`config.mk`:
```
export PLATFORM = sky130hd
export DESIGN_NAME = bbb_back
export DESIGN_NICKNAME = d
export VERILOG_FILES = /design/src/hw/rtl/bbb_pkg.sv /design/src/hw/rtl/bbb_back.sv
export SDC_FILE = /design/constraint.sdc
export NUM_CORES = 1
export LEC_CHECK = 0
export BUFFER_PORTS_ARGS = -buffer_cell sky130_fd_sc_hd__buf_2
export CORE_MARGIN = 3
export CORE_UTILIZATION = 30
export CTS_BUF_LIST = sky130_fd_sc_hd__clkbuf_4 sky130_fd_sc_hd__clkbuf_8
export CTS_CLUSTER_SIZE = 30
export DETAILED_ROUTE_END_ITERATION = 8
export GPL_TIMING_DRIVEN = 0
export PLACE_DENSITY = 0.46
export RECOVER_POWER = 25
export SLEW_MARGIN = 20
export SYNTH_ARGS = -nofsm -noshare
export SYNTH_HDL_FRONTEND = slang
export SYNTH_SLANG_ARGS = --single-unit
export TNS_END_PERCENT = 10
```
`constraint.sdc`:
```
create_clock -name clk -period 2.7 [get_ports clk]
set_input_delay 0 -clock clk [delete_from_list [all_inputs] [get_ports clk]]
set_output_delay 0 -clock clk [all_outputs]
set_load 0.02 [all_outputs]
```
`src/hw/rtl/bbb_pkg.sv`:
```
// Shared types, constants and helper functions for the block boundary blockiness unit.
// Depends on nothing; the queue, front end, back end, top level and checker import it.
`timescale 1ns / 1ps

package bbb_pkg;

	localparam int RGB_W     = 8;
	localparam int Y_W       = 24;
	localparam int SIZE_W    = 11;
	localparam int THR_W     = 24;
	localparam int CFG_IDX_W = 2;
	localparam int CFG_DAT_W = 24;
	localparam int Q_DEPTH   = 2;

	localparam logic [15:0] WEIGHT_R = 16'd19595;
	localparam logic [15:0] WEIGHT_G = 16'd38470;
	localparam logic [15:0] WEIGHT_B = 16'd7471;

	typedef enum logic [CFG_IDX_W-1:0] {
		CFG_PATCH_ROWS       = 2'd0,
		CFG_PATCH_COLS       = 2'd1,
		CFG_CHECK_ENABLE     = 2'd2,
		CFG_BLOCKY_THRESHOLD = 2'd3
	} cfg_reg_t;

	typedef enum logic [1:0] {
		B_IDLE = 2'd0,
		B_DIV  = 2'd1,
		B_DONE = 2'd2
	} back_state_t;

	typedef struct packed {
		logic [RGB_W-1:0] red;
		logic [RGB_W-1:0] green;
		logic [RGB_W-1:0] blue;
	} pixel_t;

	typedef struct packed {
		logic [Y_W-1:0] avg_boundary_diff;
		logic           blocky;
	} result_t;

	// Occupancy of the job queue as seen by the front end.
	typedef struct packed {
		logic full;
		logic busy;
	} q_stat_t;

	function automatic logic [Y_W-1:0] luma(input pixel_t p);
		logic [Y_W-1:0] yr;
		logic [Y_W-1:0] yg;
		logic [Y_W-1:0] yb;
		yr = Y_W'(WEIGHT_R) * Y_W'(p.red);
		yg = Y_W'(WEIGHT_G) * Y_W'(p.green);
		yb = Y_W'(WEIGHT_B) * Y_W'(p.blue);
		return yr + yg + yb;
	endfunction

	function automatic logic [Y_W-1:0] abs_diff(input logic [Y_W-1:0] a,
		input logic [Y_W-1:0] b);
		return (a > b) ? (a - b) : (b - a);
	endfunction

endpackage

```
`src/hw/rtl/bbb_back.sv`:
```
// Back end: takes one patch job at a time, divides the difference sum by the pair
// count one quotient bit per cycle and holds the result. Depends on bbb_pkg.
`timescale 1ns / 1ps

module bbb_back
	import bbb_pkg::*;
#(
	parameter int PAIR_W = 22,
	parameter int SUM_W  = 46,
	parameter int JOB_W  = 93
) (
	input  logic             clk,
	input  logic             arst_n,
	input  logic             job_valid,
	input  logic [JOB_W-1:0] job_data,
	output logic             job_pop,
	output result_t          result,
	output logic             empty,
	input  logic             pop
);

	localparam int STEP_W = $clog2(SUM_W);

	back_state_t       state_q;
	back_state_t       state_d;
	logic              load_job;
	logic              div_step;
	logic              out_load;

	logic [SUM_W-1:0]  job_sum;
	logic [PAIR_W-1:0] job_cnt;
	logic              job_gate;
	logic [THR_W-1:0]  job_thr;
	logic              job_go;

	logic [SUM_W-1:0]  dvd_q;
	logic [PAIR_W-1:0] rem_q;
	logic [PAIR_W-1:0] div_q;
	logic [THR_W-1:0]  thr_q;
	logic [STEP_W-1:0] step_q;
	logic [PAIR_W:0]   rem_sh;
	logic [PAIR_W:0]   rem_sub;
	logic              ge;
	logic              flag;
	logic              out_valid_q;

	assign {job_sum, job_cnt, job_gate, job_thr} = job_data;
	assign job_go = job_gate && (job_cnt != '0);

	always_ff @(posedge clk or negedge arst_n) begin
		if (!arst_n) begin
			state_q <= B_IDLE;
		end else begin
			state_q <= state_d;
		end
	end

	always_comb begin
		state_d  = state_q;
		job_pop  = 1'b0;
		load_job = 1'b0;
		div_step = 1'b0;
		out_load = 1'b0;
		unique case (state_q)
			B_IDLE: begin
				if (job_valid) begin
					job_pop  = 1'b1;
					load_job = 1'b1;
					state_d  = job_go ? B_DIV : B_DONE;
				end
			end
			B_DIV: begin
				div_step = 1'b1;
				if (step_q == STEP_W'(SUM_W - 1)) begin
					state_d = B_DONE;
				end
			end
			B_DONE: begin
				if (!out_valid_q || pop) begin
					out_load = 1'b1;
					state_d  = B_IDLE;
				end
			end
			default: state_d = B_IDLE;
		endcase
	end

	// Restoring division: the dividend register fills with quotient bits from the right.
	assign rem_sh  = {rem_q, dvd_q[SUM_W-1]};
	assign ge      = rem_sh >= {1'b0, div_q};
	assign rem_sub = rem_sh - {1'b0, div_q};

	always_ff @(posedge clk) begin
		if (load_job) begin
			dvd_q  <= job_go ? job_sum : '0;
			rem_q  <= '0;
			div_q  <= job_cnt;
			thr_q  <= job_thr;
			step_q <= '0;
		end else if (div_step) begin
			dvd_q  <= {dvd_q[SUM_W-2:0], ge};
			rem_q  <= ge ? rem_sub[PAIR_W-1:0] : rem_sh[PAIR_W-1:0];
			step_q <= step_q + 1'b1;
		end
	end

	// sum > thr * count exactly when the quotient beats the threshold, or ties
	// with it and leaves a remainder.
	assign flag = (dvd_q > SUM_W'(thr_q)) ||
		((dvd_q == SUM_W'(thr_q)) && (rem_q != '0));

	always_ff @(posedge clk) begin
		if (out_load) begin
			result.avg_boundary_diff <= dvd_q[Y_W-1:0];
			result.blocky            <= flag;
		end
	end

	always_ff @(posedge clk or negedge arst_n) begin
		if (!arst_n) begin
			out_valid_q <= 1'b0;
		end else if (out_load) begin
			out_valid_q <= 1'b1;
		end else if (pop) begin
			out_valid_q <= 1'b0;
		end
	end

	assign empty = !out_valid_q;

endmodule

```
# Word-level counts from Yosys, hierarchy flattened
# Cells that the tools add are included.
# classes
n_addsub	2
n_lt_le_gt_ge	2
n_eq_ne	7
n_mux	16
n_reduce_logical	11
# op_table
cell	n
46-bit two-way mux	3
46-bit by 24-bit == test with 1-bit output	1
46-bit by 24-bit greater-than comparator with 1-bit output	1
22-bit nonzero test	2
23-bit by 22-bit >= comparator with 1-bit output	1
22-bit two-way mux	1
22-bit subtractor	1
2-bit two-way mux	4
1-bit two-way mux	7
6-bit by 1-bit adder with 6-bit output, second input constant	1
6-bit == test, second input constant	1
2-bit inequality test, second input constant	3
2-bit one-hot mux with 3 select lines	1
2-bit nonzero test	2
3-bit AND reduction	1
2-bit by 1-bit == test with 1-bit output, second input constant	1
2-bit == test, second input constant	1
1-bit logical AND	2
2-bit logical NOT	1
1-bit logical OR	2
1-bit logical NOT	1
# totals
register_bits	148
elab_cells	47

# Longest topological paths before layout
# logic_depth
depth_word	5
ltp_mapped	12
mapped_depth_nobuf	12

# Least setup slack after synthesis
# Ideal clock, no wire load.
# synth_path
kind	register to register
from	reg dvd_q[45]
to	reg rem_q[18]
setup_time_ns	0.134
arrival_ns	2.504
slack_ns	0.062
stages_incl_launch_ff	13
n_path_buf	0
period_less_slack_ns	2.638
cell_sequence	edfxtp_1 > inv_1 > ha_1 > inv_1 > fa_1 > a211o_1 > a211o_1 > a21o_1 > o21ai_1 > o21bai_1 > a21oi_1 > xor2_1 > o31ai_1
# synth_between
elab_chain_cells	2
elab_cells_between_ends	3
classes_between	add/sub (1); order compare (1); mux (1)
# synth_rtl
element	line	text
start: declaration	bbb_back.sv:36	logic [SUM_W-1:0] dvd_q;
start signal: assignment	bbb_back.sv:95	dvd_q <= job_go ? job_sum : '0;
start signal: assignment	bbb_back.sv:101	dvd_q <= {dvd_q[SUM_W-2:0], ge};
22-bit subtractor or 23-bit by 22-bit >= comparator with 1-bit output (tied branches)	bbb_back.sv:91, bbb_back.sv:90	
22-bit two-way mux *	bbb_back.sv:102	rem_q <= ge ? rem_sub[PAIR_W-1:0] : rem_sh[PAIR_W-1:0];
end signal: assignment	bbb_back.sv:102	
end: declaration	bbb_back.sv:37	logic [PAIR_W-1:0] rem_q;
# Every way passes the cells marked *; elsewhere a longest branch is shown, timed or not.
# A chain may end at the register's enable or synchronous reset.

# Worst setup path in the final report
# Same ends and word-level chain as after synthesis.

==> impl_metrics.tcl <==
set metrics [dict create \
    p_per_area_mw_per_mm2 658.5 \
    n_antenna_cell 0 \
    rrSetupSlack_ns -0.19 \
    hold_violations 0 \
    synth.top_cell.area_share_pct 48.28 \
    globalplace.congestion 0.8516 \
    start_util_pct 30.73 \
    synth_area_leaders "edfxtp_1, ha_1, dfxtp_1, a22o_1, inv_1" \
    die_y_um 161.7 \
    r2r_end "rem_q[18]" \
    numCtsBuffers 17 \
    drt.antenna.violating_nets 0 \
    drt_wl_total_um 19830 \
    cp_data_required_time_ns 3.00 \
    cts_tree "yes" \
    cts_max_level 4 \
    grt_usage_pct 15.30 \
    synth_ff_type "edfxtp_1" \
    cts.clk_slew.worst_paths_ns 0.09 \
    drive_gt1_share_pct 20.72 \
    vias 5750 \
    ir_drop_mv 0.3377 \
    reg2reg_depth 12 \
    period_needed_ns 2.892 \
    syn_to_final_growth_pct 35.45 \
    fmaxAchievable_mhz 345.7 \
    grt_pass1_wl_um 31610 \
    antenna_found_initial 0 \
    p_leak_nw 4.048 \
    synth_top_area_cell "edfxtp_1" \
    multi_input_area_mm2 0.002883 \
    slew_headroom_pct 43.42 \
    setup_ws_ns -0.1924 \
    worstPathArrival_ns 3.20 \
    grt-ovfl-total 0 \
    drc 0 \
    synthDistinctLibCells 57 \
    first_pass_iters 4 \
    yosysWarnings 0 \
    setup_viol 7 \
    syn_area_mm2 0.007277 \
    fin_skew_ns 0.01264 \
    seq_area_frac_synth_pct 57.02 \
    worst_slew_pin_slew_ns 0.8455 \
    p_total_mw 6.491 \
    synth_seq_cells 148 \
    syn_avg_cell_area_um2 12.07 \
    hold_class "in -> reg" \
    synth_fp_nets 749 \
    synth_edf_count 117 \
    min_from "job_data[11]" \
    core_area_mm2 0.02368 \
    post-route-period-util_pct 107.1 \
    async_reset_ff_share_pct 2.027 \
    crit_fanout 4 \
    worstSetupPathType "reg -> reg" \
    maxCapViolCount 0 \
    dp_slack_ns -0.5090 \
    drt_iter0_drc 353 \
    fp.dieW_um 161.7 \
    final_nets 1000 \
    status "complete, but fails checks" \
    pin_count 124 \
    synth_top_cells_by_count "edfxtp_1, inv_1, ha_1, a22o_1, nand2_1" \
    end_kind "flip-flop" \
    violations "setup timing" \
    start_kind "flip-flop" \
    grt_max_degree 39 \
    rsz0062_at_grt "yes" \
    num_rows 56 \
    clk_latency_ns 0.45 \
    grt_pass1_vias 5980 \
    seqCellArea_mm2 0.004149 \
    yosysMostFrequentCell "edfxtp_1" \
    whs_path_depth 2 \
    clock_sinks 148 \
    synth_cells 603 \
    max-clock-path-buffers 2 \
    vias_per_cell 4.861 \
    fillCellCount 2324 \
    wl_per_cell_um 16.76 \
    cts_root_buffer "clkbuf_8" \
    detailed_place_hpwl_um 13990 \
    io_buffers 123 \
    r2r-start "dvd_q[45]" \
    setup_tns_ns -0.5735 \
    whs_endpoint "thr_q[11]" \
    holdWs_ns 0.2563 \
    slew_viol_final 0 \
    die-area_mm2 0.02616 \
]
## how the worst max path moves through the flow
stage | startpoint | endpoint | slack [ns]
floorplan | dvd_q[45] | rem_q[18] | 0.06
global placement | state_q[1] | dvd_q[1] | -0.67
detailed placement | dvd_q[45] | rem_q[18] | -0.51
CTS | dvd_q[45] | rem_q[18] | -0.20
global route | dvd_q[45] | rem_q[18] | -0.33
finish | dvd_q[45] | rem_q[18] | -0.19
## flip-flops by register name, indices dropped and copies added (netlist names)
signal and cells:
thr_q 24, rem_q 22, result 25, div_q 22, out_valid_q 1, step_q 6, dvd_q 46, state_q 2
## timing repair
action	in CTS	in global routing
setup buffers	6	2
hold buffers	98	0
hold endpoints to repair	98	0
gates resized for setup	11	12
pin swaps	9	10
setup endpoints to repair	23	28
## per-layer routing
metal | track usage (%) | wire (µm) | up-vias
li1 | - | - | 2786
met1 | 19.50 | 8896 | 2798
met2 | 26.30 | 9733 | 142
met3 | 3.545 | 950 | 24
met4 | 3.994 | 252 | 0
met5 | 0 | 0 | -
## kinds of logic (layout without fill, tap and decap cells)
| group | after synthesis | after routing | synth area share, % |
|---|---|---|---|
| AO/OA/AOI/OAI | 165 | 165 | 17.09 |
| adder cells (fa/ha/maj) | 49 | 49 | 8.528 |
| XOR/XNOR | 22 | 22 | 2.648 |
| buffers and inverters | 83 | 344 | 4.591 |
| flip-flops | 148 | 148 | 57.02 |
| AND/OR/NAND/NOR | 127 | 127 | 8.889 |
| multiplexers | 9 | 9 | 1.238 |
## placed cells by master (no fill, tap or decap), types with 4 or more instances in the layout
| cell type | count |
|---|---|
| xor2_1 | 13 |
| xnor2_1 | 9 |
| a21oi_1 | 26 |
| nor4_1 | 11 |
| a32oi_1 | 5 |
| o21ai_1 | 10 |
| o21a_1 | 6 |
| nand3_1 | 14 |
| nor2_1 | 23 |
| a21o_1 | 14 |
| a22o_1 | 44 |
| mux2i_1 | 9 |
| nand2_1 | 35 |
| or4_1 | 6 |
| clkbuf_1 | 32 |
| edfxtp_1 | 117 |
| ha_1 | 46 |
| nand4_1 | 13 |
| nand2b_1 | 5 |
| o21ai_0 | 18 |
| inv_1 | 61 |
| buf_4 | 8 |
| clkbuf_8 | 17 |
| buf_2 | 104 |
| o311ai_2 | 5 |
| dfxtp_1 | 28 |
| dlygate4sd3_1 | 98 |
| o311ai_0 | 4 |
## power breakdown
group | leakage, nW | internal, mW | switching [mW] | total, mW
Combinational | 2.47 | 0.860 | 1.02 | 1.88
Clock | 0.190 | 0.902 | 0.866 | 1.77
Sequential | 1.39 | 2.67 | 0.168 | 2.84
Total | 4.05 | 4.43 | 2.06 | 6.49
## worst max-delay path, cell delays in order, from the launching register on
cell	delay, ns
edfxtp_1	0.46
inv_1	0.10
ha_2	0.19
inv_2	0.04
fa_2	0.35
a211o_1	0.33
a211o_1	0.32
a21o_1	0.22
o21ai_4	0.23
o21bai_1	0.09
a21oi_1	0.17
xor2_1	0.19
o31ai_1	0.08
## cell type report
type / count / share of cell area, %
clock inverters: 12 / 1.599
inverters: 64 / 2.450
well taps: 319 / 4.049
flip-flops and latches: 148 / 42.09
plain buffers: 19 / 1.003
clock buffers: 17 / 2.374
multi-input cells: 372 / 29.25
repair buffers: 232 / 17.19
## metrics by stage
stage          instance area [µm²]  util [%]  cells
2_1_floorplan                 7277         -    603
3_3_place_gp                  8292     35.01   1045
3_5_place_dp                  8361     35.30   1048
4_1_cts                       9819     41.46   1181
5_1_grt                       9857     41.62   1183
6_report                      9857     41.62   1183
Note: power is estimated with default switching activity, not from simulation.
