==> src/hw/rtl/bbb_pkg.sv <==
// Shared types, constants and helper functions for the block boundary blockiness unit.
// Depends on nothing; the queue, front end, back end, top level and checker import it.
`timescale 1ns / 1ps

package bbb_pkg;

	localparam int RGB_W     = 8;
	localparam int Y_W       = 24;
	localparam int SIZE_W    = 11;
	localparam int THR_W     = 24;
	localparam int CFG_IDX_W = 2;
	localparam int CFG_DAT_W = 24;
	localparam int Q_DEPTH   = 2;

	localparam logic [15:0] WEIGHT_R = 16'd19595;
	localparam logic [15:0] WEIGHT_G = 16'd38470;
	localparam logic [15:0] WEIGHT_B = 16'd7471;

	typedef enum logic [CFG_IDX_W-1:0] {
		CFG_PATCH_ROWS       = 2'd0,
		CFG_PATCH_COLS       = 2'd1,
		CFG_CHECK_ENABLE     = 2'd2,
		CFG_BLOCKY_THRESHOLD = 2'd3
	} cfg_reg_t;

	typedef enum logic [1:0] {
		B_IDLE = 2'd0,
		B_DIV  = 2'd1,
		B_DONE = 2'd2
	} back_state_t;

	typedef struct packed {
		logic [RGB_W-1:0] red;
		logic [RGB_W-1:0] green;
		logic [RGB_W-1:0] blue;
	} pixel_t;

	typedef struct packed {
		logic [Y_W-1:0] avg_boundary_diff;
		logic           blocky;
	} result_t;

	// Occupancy of the job queue as seen by the front end.
	typedef struct packed {
		logic full;
		logic busy;
	} q_stat_t;

	function automatic logic [Y_W-1:0] luma(input pixel_t p);
		logic [Y_W-1:0] yr;
		logic [Y_W-1:0] yg;
		logic [Y_W-1:0] yb;
		yr = Y_W'(WEIGHT_R) * Y_W'(p.red);
		yg = Y_W'(WEIGHT_G) * Y_W'(p.green);
		yb = Y_W'(WEIGHT_B) * Y_W'(p.blue);
		return yr + yg + yb;
	endfunction

	function automatic logic [Y_W-1:0] abs_diff(input logic [Y_W-1:0] a,
		input logic [Y_W-1:0] b);
		return (a > b) ? (a - b) : (b - a);
	endfunction

endpackage

==> src/hw/rtl/bbb_queue.sv <==
// Two-entry job queue between the pixel front end and the division back end.
// Depends on bbb_pkg for the queue depth and the status struct.
`timescale 1ns / 1ps

module bbb_queue
	import bbb_pkg::*;
#(
	parameter int WIDTH = 94
) (
	input  logic             clk,
	input  logic             arst_n,
	input  logic             wr_en,
	input  logic [WIDTH-1:0] wr_data,
	input  logic             rd_en,
	output logic             rd_valid,
	output logic [WIDTH-1:0] rd_data,
	output q_stat_t          stat
);

	localparam int PTR_W = $clog2(Q_DEPTH);
	localparam int CNT_W = $clog2(Q_DEPTH + 1);

	logic [WIDTH-1:0] entry_q [Q_DEPTH];
	logic [PTR_W-1:0] wr_ptr_q;
	logic [PTR_W-1:0] rd_ptr_q;
	logic [CNT_W-1:0] count_q;
	logic             do_rd;

	assign do_rd      = rd_en && (count_q != '0);
	assign rd_valid   = (count_q != '0);
	assign rd_data    = entry_q[rd_ptr_q];
	assign stat.full  = (count_q == CNT_W'(Q_DEPTH));
	assign stat.busy  = (count_q != '0);

	always_ff @(posedge clk) begin
		if (wr_en) begin
			entry_q[wr_ptr_q] <= wr_data;
		end
	end

	always_ff @(posedge clk or negedge arst_n) begin
		if (!arst_n) begin
			wr_ptr_q <= '0;
			rd_ptr_q <= '0;
			count_q  <= '0;
		end else begin
			if (wr_en) begin
				wr_ptr_q <= (wr_ptr_q == PTR_W'(Q_DEPTH - 1)) ? '0 : wr_ptr_q + 1'b1;
			end
			if (do_rd) begin
				rd_ptr_q <= (rd_ptr_q == PTR_W'(Q_DEPTH - 1)) ? '0 : rd_ptr_q + 1'b1;
			end
			case ({wr_en, do_rd})
				2'b10:   count_q <= count_q + 1'b1;
				2'b01:   count_q <= count_q - 1'b1;
				default: count_q <= count_q;
			endcase
		end
	end

endmodule

==> config.mk <==
export PLATFORM = sky130hd
export DESIGN_NAME = bbb_queue
export DESIGN_NICKNAME = d
export VERILOG_FILES = /design/src/hw/rtl/bbb_pkg.sv /design/src/hw/rtl/bbb_queue.sv
export SDC_FILE = /design/constraint.sdc
export NUM_CORES = 1
export LEC_CHECK = 0
export BUFFER_PORTS_ARGS = -buffer_cell sky130_fd_sc_hd__buf_4
export CORE_MARGIN = 2
export CORE_UTILIZATION = 50
export CTS_CLUSTER_DIAMETER = 80
export CTS_CLUSTER_SIZE = 40
export DETAILED_ROUTE_END_ITERATION = 6
export GPL_TIMING_DRIVEN = 1
export PLACE_DENSITY = 0.85
export SYNTH_ARGS = -nofsm -noshare
export SYNTH_HDL_FRONTEND = slang
export SYNTH_SLANG_ARGS = --single-unit
==> constraint.sdc <==
create_clock -name clk -period 13.6 [get_ports clk]
set_clock_uncertainty 0.1 [all_clocks]
set_input_delay 0 -clock clk [delete_from_list [all_inputs] [get_ports clk]]
set_output_delay 0 -clock clk [all_outputs]
set_load 0.05 [all_outputs]
======== Yosys cells after proc, flatten, opt, wreduce, memory -nomap -nowiden ========
Memories as Yosys holds them, arrays and structs flattened.
Cells that the tools add are included.
cells by class
  multiplexer cells ....................... 5
  add/sub/neg operators ................... 4
  reductions and logical operators ........ 3
  equality and inequality tests ........... 3
operator list
  operator               number
  $eq A2 B2 Y1 const B   2
  $mux W1                4
  $pmux W2 S2            1
  $reduce_bool A2 Y1     2
  $add A1 B1 Y1 const B  2
  $add A2 B1 Y2 const B  1
  $eq A2 B1 Y1 const B   1
  $sub A2 B1 Y2 const B  1
  $logic_and A1 B1 Y1    1
storage, ports and cells
  logic and storage cells ................. 19
  input port bits ......................... 98
  memory bits (writable) .................. 188
  register bits after elaboration ......... 4
  memories ................................ 1
memories
  memory   depth  width  rd ports  clocked after Yosys merged registers in  wr ports  RTL line         RTL
  entry_q  2      94     1         0                                        1         bbb_queue.sv:23  logic [WIDTH-1:0] entry_q [Q_DEPTH];

======== Longest topological paths before layout ========
Gate-level depths: netlist of the first run.
  word-level depth ........................ 4
  depth in mapped cells ................... 6

======== Least setup slack after synthesis of the first run ========
No wires, ideal clock.
  path type ............................... reg2reg
  start ................................... register wr_ptr_q
  end ..................................... memory entry_q[0][0] (enable)
  required time ........................... 12950 ps
  data arrival time ....................... 4320 ps
  cell stages (with the launch flop) ...... 2
  period minus slack after synthesis ...... 4970 ps
  setup slack ............................. 8630 ps
  buffers on the path ..................... 0
  setup time .............................. 550 ps
  path through ............................ dfrtp_1 nor2_1
RTL lines
  element                 RTL line         RTL
  from (decl)             bbb_queue.sv:24  logic [PTR_W-1:0] wr_ptr_q;
  from (signal assigned)  bbb_queue.sv:48  wr_ptr_q <= (wr_ptr_q == PTR_W'(Q_DEPTH - 1)) ? '0 : wr_ptr_q + 1'b1;
  to (decl)               bbb_queue.sv:23
Straight into the memory's write port.

======== Worst setup path after layout of the first run ========
  start ................................... register rd_ptr_q
  end ..................................... output port rd_data[93]
between the ends
  cells in the longest elaborated chain, start to end .. 1
ends and longest elaborated chain
  element                 RTL line         RTL
  from (decl)             bbb_queue.sv:25  logic [PTR_W-1:0] rd_ptr_q;
  from (signal assigned)  bbb_queue.sv:51  rd_ptr_q <= (rd_ptr_q == PTR_W'(Q_DEPTH - 1)) ? '0 : rd_ptr_q + 1'b1;
  $mem_v2 Z2 W94          --
  to (decl)               bbb_queue.sv:16  output logic [WIDTH-1:0] rd_data,
Every way passes these cells.

==> flow_metrics.tcl, run 1 <==
set metrics [dict create \
    status "finished clean" \
    grt_max_degree 57 \
    start_kind "flip-flop" \
    grt_util_all_layers_pct 19.2 \
    relSlewSlack_pct 28.0 \
    grt_pass1_wl_um 21300 \
    synth_top_family_by_area "multiplexers" \
    r2r-start "wr_ptr_q$_DFFE_PN0P_" \
    synth.avg_cell_area_sq_um 23.1 \
    worstMarginPinSlew_ns 1.08 \
    ctsHoldBuffers 98 \
    yosysSeqAreaShare_pct 79.9 \
    required_ns 13.50 \
    h-tree-depth 4 \
    coreArea_sq_um 14000 \
    via_per_inst 4.89 \
    gp_congestion 0.705 \
    path_max_fanout 49 \
    drc 0 \
    fin_cells 807 \
    synth-simple-area-share_pct 0.452 \
    detailroute.via_count 3947 \
    critical_path.endpoint "rd_data[93]" \
    final.period_utilization_pct 20.8 \
    cts.repair.resized 0 \
    area_growth_pct 43.4 \
    yosysWarnings 0 \
    r2r_slack_ns 11.06 \
    end_kind "output pin" \
    routed_wl_um 14500 \
    peakVddDrop_v 0.000219 \
    drt_iter0_markers 252 \
    rows 43 \
    io_pins 195 \
    overflow 0 \
    fin_crit_ns 2.83 \
    cts_made_buffers 17 \
    synth_compound_area_share_pct 0 \
    cts_tree "done" \
    clockRootBuffer "clkbuf_16" \
    die_h_um 124 \
    drive_gt1_share_pct 51.0 \
    max_clock_freq_mhz 353 \
    cts_buffer_depth 2 \
    wire_per_inst_um 18.0 \
    critical_path_class "flip-flop to output pin" \
    crit_start "rd_ptr_q$_DFFE_PN0P_" \
    synth_seq_cells 192 \
    cts_setup_buffers 0 \
    cts.sinks 192 \
    die_area_sq_um 15400 \
    finalMaxSlewViolations 0 \
    setup-violations-final 0 \
    cellPowerDensity_nw_per_um2 224 \
    synth_xor_area_share_pct 0.609 \
    portBuffers 194 \
    synth_fp_nets 410 \
    synthMuxAreaShare_pct 17.3 \
    fin_setup_tns_ns 0 \
    rsz0062_at_grt "no" \
    n_fill_cell 810 \
    clk_latency_ns 0.42 \
    start_util_pct 51.4 \
    p_leak_uw 0.00404 \
    nets 712 \
    netlist_area_sq_um 7190 \
    rr_worst_depth 2 \
    r2r-end "entry_q[0][42]$_DFFE_PP_" \
    arrival_ns 2.73 \
    antenna_found_initial 0 \
    synthesis.instances 311 \
    die_w_um 124 \
    clkTransAtPathRegs_ns 0.06 \
    synthAdderAreaFrac_pct 0.174 \
    hp-class "input port to flip-flop" \
    maxCapViolCount 0 \
    synth.distinct_cells 16 \
    hold_viol 0 \
    first_global_vias 4266 \
    ant_nets 0 \
    dpl.cell_count 676 \
    drt_first_pass_iters 5 \
    hpwlAfterDp_um 8440 \
]
## power breakdown
group	internal (uW)	total, uW	switching, uW
combinational	369	1020	647
clock	249	445	196
sequential	787	850	62.7
## cell families after synthesis
| logic type | after synthesis |
|---|---|
| XOR/XNOR | 5 |
| adder cells (fa/ha/maj) | 1 |
| buffers and inverters | 13 |
| flip-flops | 192 |
| multiplexers | 94 |
| AND/OR/NAND/NOR | 6 |
## critical path, stage by stage (launching register included)
cell and delay [ns]:
dfrtp_4 0.88, buf_4 0.75, mux2_2 0.42, buf_4 0.19
## flip-flops by register name, summed over array words and instances (netlist names)
| signal | cells |
|---|---|
| wr_ptr_q | 1 |
| rd_ptr_q | 1 |
| entry_q | 188 |
| count_q | 2 |
## worst min path at each step
stage / startpoint / endpoint / slack (ns) / cells after the start
floorplan: arst_n / count_q[0]$_DFFE_PN0P_ / -0.40 / 0
global placement: arst_n / count_q[1]$_DFFE_PN0P_ / -0.30 / 1
detailed placement: arst_n / wr_ptr_q$_DFFE_PN0P_ / -0.30 / 1
CTS: wr_data[48] / entry_q[0][48]$_DFFE_PP_ / 0.19 / 2
global route: wr_data[81] / entry_q[0][81]$_DFFE_PP_ / 0.19 / 2
finish: wr_data[48] / entry_q[0][48]$_DFFE_PP_ / 0.20 / 2
## cell usage after synthesis (all sizes together)
master	instances	area, sq um
nor2b	1	6.26
inv	1	3.75
xnor2	2	17.5
dfrtp	4	100
mux2	94	1250
ha	1	12.5
nor2	2	7.51
edfxtp	188	5650
or2	1	6.26
buf	12	110
and2	2	12.5
xor2	3	26.3
## layout by cell type, fill, tap and decap left out, drive strengths merged
cell type / netlist / layout
dlygate4sd3: 0 / 98
clkbuf: 0 / 20
ha: 1 / 1
nor2b: 1 / 1
xor2: 3 / 3
mux2: 94 / 94
clkinvlp: 0 / 3
clkinv: 0 / 7
and2: 2 / 2
buf: 12 / 197
inv: 1 / 2
bufinv: 0 / 1
dfrtp: 4 / 4
diode: 0 / 1
nor2: 2 / 2
xnor2: 2 / 2
edfxtp: 188 / 188
or2: 1 / 1
## cell type report
type	instances	area [sq um]	share of cell area [%]
Clock buffer	20	437	4.23
Tap cell	180	225	2.18
Inverter	1	3.75	0.0364
Timing Repair Buffer	295	2460	23.8
Sequential cell	192	5750	55.7
Antenna cell	1	2.50	0.0243
Multi-Input combinational cell	106	1350	13.0
Clock inverter	12	93.8	0.910
## layer usage
layer  up-vias  share of wire [%]  track usage [%]
met1      1928                 37             20.3
met4         0                2.0             7.37
met2       164                 54             35.6
li1       1831                  -                -
met5         -                  0                0
met3        24                6.5             5.72
## through the flow
step | total power [uW] | setup WS, ns | cell area [sq um] | util, % | hold slack (ns)
3_3_place_gp | 1830 | 11.07 | 8800 | 62.9 | -0.304
5_1_grt | 2390 | 10.65 | 10300 | 73.7 | 0.188
6_report | 2310 | 10.77 | 10300 | 73.7 | 0.205
3_5_place_dp | 1850 | 11.00 | 8800 | 62.9 | -0.299
2_1_floorplan | 1610 | 8.63 | 7190 | - | -0.396
4_1_cts | 2320 | 10.74 | 10300 | 73.7 | 0.189
Power figures use the tool's default switching activity.
==> run 2: changes to the inputs <==
--- a/config.mk
+++ b/config.mk
@@ -7,12 +7,12 @@
 export LEC_CHECK = 0
 export BUFFER_PORTS_ARGS = -buffer_cell sky130_fd_sc_hd__buf_4
 export CORE_MARGIN = 2
-export CORE_UTILIZATION = 50
+export CORE_UTILIZATION = 47
 export CTS_CLUSTER_DIAMETER = 80
 export CTS_CLUSTER_SIZE = 40
 export DETAILED_ROUTE_END_ITERATION = 6
 export GPL_TIMING_DRIVEN = 1
-export PLACE_DENSITY = 0.85
+export PLACE_DENSITY = 0.84
 export SYNTH_ARGS = -nofsm -noshare
 export SYNTH_HDL_FRONTEND = slang
 export SYNTH_SLANG_ARGS = --single-unit
==> constraint.sdc (replaced) <==
create_clock -name clk -period 2.5 [get_ports clk]
set_clock_uncertainty 0.1 [all_clocks]
set_input_delay 0 -clock clk [delete_from_list [all_inputs] [get_ports clk]]
set_output_delay 0 -clock clk [all_outputs]
set_load 0.05 [all_outputs]
==> run 2 against run 1 <==
  * Count of clock-buffer cells in the layout decreased by 2
  * Flip-flop and latch count unchanged
  * First-iteration DRC count decreased by 25%
  * Core utilization decreased by 4.6 points
  * Hold slack got worse by 0.0039 ns
  * Cell count increased by 1.4%
  * Critical path depth unchanged
  * Die area increased by 6.2%
  * Sequential power increased to 5.2 times the previous value
  * Sequential share of layout area decreased by 0.62 points
  * Largest power group unchanged
==> flow_metrics.tcl, run 2 (synthesis gave the netlist of run 1 again) <==
set metrics [dict create \
    status "finished clean" \
    portBuffers 194 \
    hp-class "input port to flip-flop" \
    wire_per_inst_um 17.4 \
    antenna_found_initial 0 \
    cts.sinks 192 \
    cts_buffer_depth 2 \
    max_stage_delay_ns 0.45 \
    arrival_ns 1.83 \
    gp_congestion 0.721 \
    relSlewSlack_pct 51.3 \
    max_clock_freq_mhz 518 \
    die_area_sq_um 16300 \
    critical_path_class "flip-flop to output pin" \
    drive_gt1_share_pct 51.9 \
    setup-violations-final 0 \
    top_regs "entry_q x188, count_q x2" \
    hold_viol 0 \
    grt_max_degree 55 \
    cellPowerDensity_nw_per_um2 1230 \
    nets 716 \
    clockRootBuffer "clkbuf_16" \
    cp_cell_sequence "buf_12, mux2_2, buf_4" \
    antennaDiodeCount 0 \
    via_per_inst 4.85 \
    fin_ws_ns 0.569 \
    final.period_utilization_pct 77.2 \
    h-tree-depth 4 \
    worstMarginPinSlew_ns 0.731 \
    fin_util_pct 69.1 \
    largest_reg_flops 188 \
    dp_slack_ns 0.785 \
    layout_commonest_cell "buf_4" \
    critPathSlowestCell "dfrtp_4" \
    area_growth_pct 45.0 \
    finalMaxSlewViolations 0 \
    p_leak_uw 0.00411 \
    cts_made_buffers 17 \
    regMostFlops "entry_q" \
    rsz0062_at_grt "no" \
    peakVddDrop_v 0.00108 \
    path_max_fanout 52 \
    rows 45 \
    start_util_pct 47.7 \
    required_ns 2.40 \
    first_global_vias 4210 \
    drc 0 \
    coreArea_sq_um 15100 \
    end_kind "output pin" \
    dpl.cell_count 688 \
    overflow 0 \
    clk_latency_ns 0.42 \
    routed_wl_um 14300 \
    drt_iter0_markers 189 \
    multi_input_area_sq_um 1350 \
    clkTransAtPathRegs_ns 0.07 \
    drt_first_pass_iters 4 \
    fin_cells 818 \
    grt_pass1_wl_um 21900 \
    fin_crit_ns 1.93 \
    maxCapViolCount 0 \
    n_fill_cell 934 \
    ant_nets 0 \
    fin_setup_tns_ns 0 \
    final_cell_mix "buf_4 (198), edfxtp_1 (188), dlygate4sd3_1 (98)" \
    cts_tree "done" \
    die_h_um 128 \
    grt_util_all_layers_pct 17.9 \
    detailroute.via_count 3967 \
    start_kind "flip-flop" \
    hpwlAfterDp_um 8840 \
    die_w_um 128 \
    io_pins 195 \
    seq_area_sq_um 5750 \
]
run 2: cell count changes in the layout (fill, tap and decap cells not counted), sizes merged:
cell | previous run | this run
buf | 197 | 201
bufinv | 1 | 2
clkbuf | 20 | 18
clkinv | 7 | 9
clkinvlp | 3 | 1
diode | 1 | 0
inv | 2 | 3
run 2: per-stage QoR:
step                area (sq um)  total power (uW)  hold WS, ns
finish                     10400             12800        0.201
global route               10400             13300        0.181
CTS                        10400             12900        0.184
detailed placement          8880             10200       -0.301
global placement            8880             10100       -0.304
floorplan                   7200              8730       -0.396
run 2: power by group:
group          internal, uW  switching (uW)
Clock                  1470            1130
Sequential             4280             174
Combinational          2080            3690
Total                  7820            4990
run 2: worst max-delay path, delay by kind of cell, from the launching register on:
family | cells | cell delay [ns]
buffers and inverters | 2 | 0.50
multiplexers | 1 | 0.40
flip-flops | 1 | 0.45
run 2: path summary, 6_finish.rpt:
check | start | endpoint | slack (ns) | cells past startpoint
max in group asynchronous | arst_n | rd_ptr_q$_DFFE_PN0P_ | 1.70 | 3
worst min register to register | count_q[1]$_DFFE_PN0P_ | count_q[1]$_DFFE_PN0P_ | 0.41 | 1
worst max register to register | count_q[0]$_DFFE_PN0P_ | count_q[1]$_DFFE_PN0P_ | 0.70 | 5
min in group asynchronous | arst_n | count_q[0]$_DFFE_PN0P_ | 0.39 | 3
worst max-delay path | rd_ptr_q$_DFFE_PN0P_ | rd_data[3] | 0.57 | 3
worst min-delay path | wr_data[7] | entry_q[1][7]$_DFFE_PP_ | 0.20 | 2
run 2: metal layers:
metal / track usage [%] / up-vias / share of wire, %
met3: 5.59 / 21 / 6.0
met5: 0 / - / 0
met2: 31.6 / 154 / 53
li1: - / 1838 / -
met1: 20.6 / 1954 / 39
met4: 6.66 / 0 / 1.8
run 2: final cells by class:
cell class,count,area share (%)
clock buffer,18,4.11
clock inverter,14,1.36
inverter,1,0.0360
multi-input combinational,106,12.9
sequential,192,55.1
tap,188,2.26
timing repair buffer,299,24.2
run 2: what timing repair did:
action	CTS	global route
hold endpoints to repair	195	0
buffers inserted	0	0
resized for setup	0	0
hold buffers	98	0
